**src/rtl/npc_pkg.sv**
```systemverilog
package npc_pkg;

   // Vector length and number of active classes
   localparam int FEATURE_COUNT = 64;
   localparam int CLASS_COUNT   = 10;
   localparam int MAX_CLASSES   = 10;

   localparam int CNT_W  = $clog2(FEATURE_COUNT + 1);
   localparam int SUM_W  = 38;
   localparam int IDX_W  = 4;

   // Prototype levels in Q0.14
   localparam logic [13:0] LEVEL_HIGH = 14'd13926;
   localparam logic [13:0] LEVEL_LOW  = 14'd2458;

   localparam logic [31:0] FNV_OFFSET = 32'd2166136261;
   localparam logic [31:0] FNV_PRIME  = 32'd16777619;
   localparam logic [31:0] GOLDEN     = 32'h9e3779b9;
   localparam logic [31:0] LCG_MUL    = 32'd1664525;
   localparam logic [31:0] LCG_ADD    = 32'd1013904223;

   typedef struct packed {
      logic signed [15:0] feature_value;
      logic               last_element;
   } req_payload_type;

   typedef struct packed {
      logic [IDX_W-1:0] class_index;
      logic [9:0]       class_onehot;
   } rsp_payload_type;

   // Control for the per-class lanes: stage A (square) and stage B (accumulate)
   typedef struct packed {
      logic       a_valid;
      logic       a_last;
      logic       a_acc;
      logic [4:0] a_pos;
      logic       b_valid;
      logic       b_last;
      logic       b_acc;
   } lane_ctrl_type;

   // Class words, first character in the top byte, padded with zeros
   function automatic logic [39:0] word_bytes(input int cls);
      logic [39:0] w;
      case (cls)
         0:       w = {"yes", 16'h0};
         1:       w = {"no", 24'h0};
         2:       w = {"up", 24'h0};
         3:       w = {"down", 8'h0};
         4:       w = {"left", 8'h0};
         5:       w = "right";
         6:       w = {"on", 24'h0};
         7:       w = {"off", 16'h0};
         8:       w = {"stop", 8'h0};
         default: w = {"go", 24'h0};
      endcase
      return w;
   endfunction

   // FNV-1a over the class word, then mixed with the class number
   function automatic logic [31:0] initial_seed(input int cls);
      logic [39:0] w;
      logic [31:0] h;
      logic [31:0] c;
      w = word_bytes(cls);
      h = FNV_OFFSET;
      c = 32'(cls);
      for (int i = 0; i < 5; i++) begin
         if (w[39 - 8*i -: 8] != 8'h00) begin
            h = h ^ {24'h0, w[39 - 8*i -: 8]};
            h = h * FNV_PRIME;
         end
      end
      h = h ^ (c * GOLDEN);
      return h;
   endfunction

endpackage

```
**src/rtl/npc_lane.sv**
```systemverilog
module npc_lane import npc_pkg::*; (
   input  logic                clock,
   input  logic                reset,
   input  lane_ctrl_type       ctrl,
   input  logic signed [15:0]  feature,
   input  logic [31:0]         init_seed,
   output logic [SUM_W-1:0]    final_sum
);

   logic [31:0]        seed_ff, seed_in;
   logic [31:0]        sq_ff, sq_in;
   logic [SUM_W-1:0]   sum_ff, sum_in;
   logic [SUM_W-1:0]   fin_ff, fin_in;
   logic [13:0]        level;
   logic signed [16:0] diff;
   logic [15:0]        mag;
   logic [31:0]        lcg_product;
   logic [SUM_W:0]     wide_sum;
   logic [SUM_W-1:0]   sat_sum;

   // Stage A: prototype element, squared difference, seed step
   always_comb begin
      level = seed_ff[ctrl.a_pos] ? LEVEL_HIGH : LEVEL_LOW;
      diff  = $signed({feature[15], feature}) - $signed({3'b000, level});
      mag   = diff[16] ? 16'(-diff) : diff[15:0];
      sq_in = {16'h0, mag} * {16'h0, mag};
      lcg_product = seed_ff * LCG_MUL;
      seed_in = seed_ff;
      if (ctrl.a_valid) begin
         if (ctrl.a_last) begin
            seed_in = init_seed;
         end else if (ctrl.a_acc) begin
            seed_in = lcg_product + LCG_ADD;
         end
      end
   end

   // Stage B: saturating accumulate; the closing element snapshots the sum
   always_comb begin
      wide_sum = {1'b0, sum_ff} + {{(SUM_W-31){1'b0}}, sq_ff};
      sat_sum  = wide_sum[SUM_W] ? {SUM_W{1'b1}} : wide_sum[SUM_W-1:0];
      sum_in   = sum_ff;
      fin_in   = fin_ff;
      if (ctrl.b_valid) begin
         if (ctrl.b_last) begin
            fin_in = ctrl.b_acc ? sat_sum : sum_ff;
            sum_in = '0;
         end else if (ctrl.b_acc) begin
            sum_in = sat_sum;
         end
      end
   end

   always_ff @(posedge clock) begin
      if (reset) begin
         seed_ff <= init_seed;
         sum_ff  <= '0;
      end else begin
         seed_ff <= seed_in;
         sum_ff  <= sum_in;
      end
   end

   always_ff @(posedge clock) begin
      sq_ff  <= sq_in;
      fin_ff <= fin_in;
   end

   assign final_sum = fin_ff;

endmodule

```
**config.mk**
```make
export PLATFORM = sky130hd
export DESIGN_NAME = npc_lane
export DESIGN_NICKNAME = d
export VERILOG_FILES = /design/src/rtl/npc_pkg.sv /design/src/rtl/npc_lane.sv
export SDC_FILE = /design/constraint.sdc
export NUM_CORES = 1
export LEC_CHECK = 0
export ABC_AREA = 0
export BUFFER_PORTS_ARGS = -buffer_cell sky130_fd_sc_hd__buf_2
export CAP_MARGIN = 30
export CORE_MARGIN = 4
export CORE_UTILIZATION = 65
export CTS_BUF_LIST = sky130_fd_sc_hd__clkbuf_2 sky130_fd_sc_hd__clkbuf_4 sky130_fd_sc_hd__clkbuf_8
export DETAILED_ROUTE_END_ITERATION = 8
export PLACE_DENSITY = 0.84
export SLEW_MARGIN = 20
export SYNTH_ARGS = -nofsm -noshare
export SYNTH_HDL_FRONTEND = slang
export SYNTH_SLANG_ARGS = --single-unit
```
**constraint.sdc**
```tcl
create_clock -name clock -period 16.89 [get_ports clock]
set_input_delay 2.5335 -clock clock [delete_from_list [all_inputs] [get_ports clock]]
set_output_delay 2.5335 -clock clock [all_outputs]
set_load 0.01 [all_outputs]
```
Word-level counts from Yosys, hierarchy flattened --
Index checks and enable logic that the tools add are counted.
Cells by class: $lt $le $gt $ge 1, mux-type cells 11, reduce and logical (&&, ||, !) cells 4, add/sub/neg operators 4, $mul 2
Operator list (number):
- 32-bit 2-to-1 mux | 4
- 38-bit 2-to-1 mux | 3
- 38-bit by 32-bit adder with 39-bit output | 1
- 32-bit by 30-bit adder with 32-bit output (second input constant) | 1
- 16-bit by 16-bit multiplier with 32-bit output | 1
- 32-bit by 21-bit multiplier with 32-bit output (second input constant) | 1
- 16-bit by 15-bit subtractor with 17-bit output | 1
- 16-bit 2-to-1 mux | 1
- 16-bit negator | 1
- 14-bit 2-to-1 mux | 1
- 5-bit by 6-bit less-than comparator with 1-bit output (second input constant) | 1
- 1-bit binary-select mux with 5-bit select | 1
- 2-bit AND reduction | 2
- 3-bit nonzero test | 1
- 2-bit nonzero test | 1
- 1-bit 2-to-1 mux | 1
Word-level totals: bits in registers 140, word-level logic and storage cells 26, input port bits 61

Logic depth before layout (Yosys ltp) --
word-level depth 7, depth in mapped cells 42, gate-level depth less buffers 39

Worst setup path after synthesis --
OpenSTA, ideal clock, no wires.
path kind input to register, start point input ctrl[3] (netlist name), end point register sq_ff[31], setup time 0.088 ns, arrival time 12.611 ns, setup slack 4.191 ns, path buffers 1, stages 35, cell sequence clkbuf_1 > mux4_2 > mux4_2 > mux2i_1 > inv_1 > ha_1 > nor2b_1 > o2111a_1 > or4_4 > a221oi_4 > o211ai_4 > nor4_4 > a41oi_2 > xor2_1 > nand2_1 > fa_1 > fa_1 > inv_1 > fa_1 > fa_1 > fa_1 > inv_1 > fa_1 > inv_1 > ha_1 > a21o_1 > a21o_1 > a21oi_1 > o2111ai_1 > a311oi_1 > o211ai_1 > a221oi_1 > nand2b_1 > a21oi_1 > nor4_2
On the way: word-level cells in the longest chain between the ends 7
RTL lines:
- start, declared | RTL line npc_lane.sv:4 | input lane_ctrl_type ctrl,
- 1-bit binary-select mux with 5-bit select * | RTL line npc_lane.sv:23 | level = seed_ff[ctrl.a_pos] ? LEVEL_HIGH : LEVEL_LOW;
- 1-bit 2-to-1 mux (implied by the code) * | RTL line npc_lane.sv:23
- 14-bit 2-to-1 mux * | RTL line npc_lane.sv:23
- 16-bit by 15-bit subtractor with 17-bit output * | RTL line npc_lane.sv:24 | diff = $signed({feature[15], feature}) - $signed({3'b000, level});
- 16-bit negator | RTL line npc_lane.sv:25 | mag = diff[16] ? 16'(-diff) : diff[15:0];
- 16-bit 2-to-1 mux * | RTL line npc_lane.sv:25
- 16-bit by 16-bit multiplier with 32-bit output * | RTL line npc_lane.sv:26 | sq_in = {16'h0, mag} * {16'h0, mag};
- via sq_in[31] | RTL line npc_lane.sv:11 | logic [31:0] sq_ff, sq_in;
- end signal, assigned | RTL line npc_lane.sv:65 | sq_ff <= sq_in;
- end, declared | RTL line npc_lane.sv:11
The timed path passes the listed nets; every way through them passes the cells marked *. The select of a mux whose other input is x is not followed. A chain may end at the register's enable or synchronous reset.

Final worst setup path --
Same ends and word-level chain as after synthesis.

==> run metrics <==
outcome=complete, no violations; critical path type=in -> reg; nets=3120; die height=192 um; Post-Route Skew=0.0345 ns; via count=16900; Total Wirelength=53.1 mm; crit path launch type=input pin; Critical Path Max Stage Delay=0.70 ns; routed len/inst=18.2 um; DIE AREA=0.0368 mm^2; Sink Count=139; syn_area_per_cell=9.27 um^2; met3 WL=4.02 mm; slew margin rel.=0.357; core region area=0.0334 mm^2; Post-Syn Instances=2370; global-route wire length before repair=88.2 mm; CTS tree=yes; initial antenna violation count=1; Clock Latency Late Sink=0.49 ns; post-synthesis xor/xnor area fraction=0.0532; largest net degree at the start of global routing=64; Clock Tree Buf Depth=2; final non-filler cell total=2917; Num CTS Buffers=17; Slew @ Worst Pin=0.958 ns; Fmax achieved=76.4 MHz; asr flop ratio synth=0; crit path DAT=13.48 ns; drt initial violations=1341; Yosys reg bits=139; Crit path top cell by count=fa_1; Max Cap Violations=0; Final min period=13.09 ns; Post-CTS Resized=0; final setup fails=0; FP Rows=67; number of synthesized flops with an enable pin=70; Die X-Extent=192 um; Yosys Warn Count=0; vias in the first global route=17700; final slew viol count=0; syn nets=3034; hold_buf cts=0; setup TNS=0 ns; Layout area overhead=6.29%; share of layout cells above drive strength 1=0.0810; RSZ-0062 raised after global routing=false; Top Layer Used=met5; Met2 Wirelength=25.0 mm; DP Wirelength=44.2 mm; Crit Path Max Fanout=8; initial core utilization=0.657; Setup crit end kind=flip-flop; Simple-Gate Fraction of Synth Area=0.101; hold crit path type=reg -> reg; worst hold slack=0.494 ns; Post-Synth Adder-Cell Area=0.447; Via-to-Cell Ratio=5.81; Most used DFF post-synth=edfxtp_1; Cell variety after synth=87; GP Congestion=0.980; DP Cell Count=2881; GRT Total Usage=0.301; htree depth=4; WL met1=22.2 mm; final antenna-violating net count=0; I/O pin count=99; Filler cells=2483; Clock transition at path regs=0.09 ns; critical path's slowest cell=xor2_1; Req. time, crit path=17.28 ns; First-pass DRT Iterations=5; period utilization=0.775; Synth Area in Compound Gates=0.123; Fin. Hold Viols=0; Seq/Total Area, Yosys=0.158; gr ovfl total=0; Setup Fix Bufs, Post-CTS=0; residual DRC count=0; root buffer cell=clkbuf_8; Post-Syn Area=0.0220 mm^2; # port buffers=98; largest family of logic cells by synthesized area=adder cells; post-synthesis mux area share=0.0139; antenna diode count=0
-- per-stage QoR --
step | util | cell area, um^2 | setup slack (ns)
global placement | 0.684 | 22900 | 3.80
floorplan | - | 22000 | 4.19
finish | 0.698 | 23400 | 3.80
global route | 0.698 | 23400 | 3.24
detailed placement | 0.685 | 22900 | 3.36
CTS | 0.698 | 23300 | 3.81
-- cells in the final DEF, fill, tap and decap left out, types with 11 or more instances in the layout --
cell      synthesis  final
a211oi_1         11     11
a21o_1           52     52
a21oi_1         106    106
a22o_1           17     17
a31oi_1          14     14
and2_1           12     11
and3_1           19     19
buf_2             4     98
clkbuf_8          0     18
dfxtp_1          69     69
edfxtp_1         70     70
fa_1            304    304
ha_1            299    299
inv_1           546    546
nand2_1         145    145
nand3_1          27     27
nor2_1          184    184
nor3_1           24     24
o21a_1           14     14
o21ai_0          84     84
o21bai_1         18     18
o22a_1           12     12
xnor2_1          77     77
xor2_1           46     46
-- cell type report --
| cell class | instances | area, um^2 | area share |
|---|---|---|---|
| clock buffers | 19 | 255 | 0.0109 |
| flip-flops and latches | 139 | 3480 | 0.149 |
| inverters | 557 | 2100 | 0.0897 |
| multi-input cells | 1632 | 16200 | 0.694 |
| clock inverters | 13 | 178 | 0.00760 |
| repair buffers | 109 | 577 | 0.0247 |
| well taps | 448 | 561 | 0.0240 |
-- state kept, by name, indices dropped and copies added (netlist names) --
signal / cells
seed_ff: 32
final_sum: 38
sum_ff: 38
sq_ff: 31
-- metal layers --
layer / global-route usage / vias up
li1: - / 7826
met1: 0.404 / 8264
met2: 0.500 / 702
met3: 0.0489 / 142
met4: 0.106 / 2
met5: 0 / -
-- worst max-delay path, delay by kind of cell --
family | cells | cell delay [ns]
multiplexers | 3 | 1.18
AO/OA/AOI/OAI | 14 | 3.52
adder cells (fa/ha/maj) | 8 | 3.81
AND/OR/NAND/NOR | 3 | 0.62
XOR/XNOR | 2 | 1.06
buffers and inverters | 6 | 0.77
-- final timing paths --
kind	start	endpoint	slack, ns	cells after the start
setup reg to reg	seed_ff[1]	sq_ff[31]	5.41	35
hold / removal	sum_ff[26]	sum_ff[26]	0.49	2
setup / recovery	ctrl[3]	sq_ff[31]	3.80	36
hold reg to reg	sum_ff[26]	sum_ff[26]	0.49	2
-- synthesized netlist by cell type, types with 5 or more instances --
library cell    n  area (um^2)
nand3_1        27          135
nand3b_1        5         37.5
o21a_1         14          105
o31ai_1         8         60.1
nand4_1         9         56.3
o22a_1         12          105
xor2_1         46          403
clkbuf_1       31          116
edfxtp_1       70         2100
o21bai_1       18          135
mux4_2         10          225
or3_1           5         31.3
a211oi_1       11         82.6
o211ai_1        6         45.0
a211o_1         8         70.1
nor2_1        184          691
nor2b_1         8         50.1
xnor2_1        77          674
and3_1         19          119
a221oi_1        5         43.8
a22o_1         17          149
inv_2           9         33.8
a21oi_1       106          531
nor3_1         24          120
dfxtp_1        69         1380
o21ai_0        84          420
a31oi_1        14         87.6
a21o_1         52          390
ha_1          299         3740
inv_1         546         2050
buf_4           5         37.5
mux2i_1         7         70.1
or2_2           9         56.3
and2_1         12         75.1
nand2b_1       10         62.6
nand2_1       145          544
fa_1          304         6090
-- kinds of logic after synthesis --
kind of cell             count (synthesis)
AND/OR/NAND/NOR                        483
adder cells (fa/ha/maj)                603
XOR/XNOR                               128
buffers and inverters                  599
AO/OA/AOI/OAI                          400
multiplexers                            18
flip-flops                             139
Power is left out: the tool's default activity adds up to more than one toggle a clock period on the data nets, which glitch-free logic cannot reach.
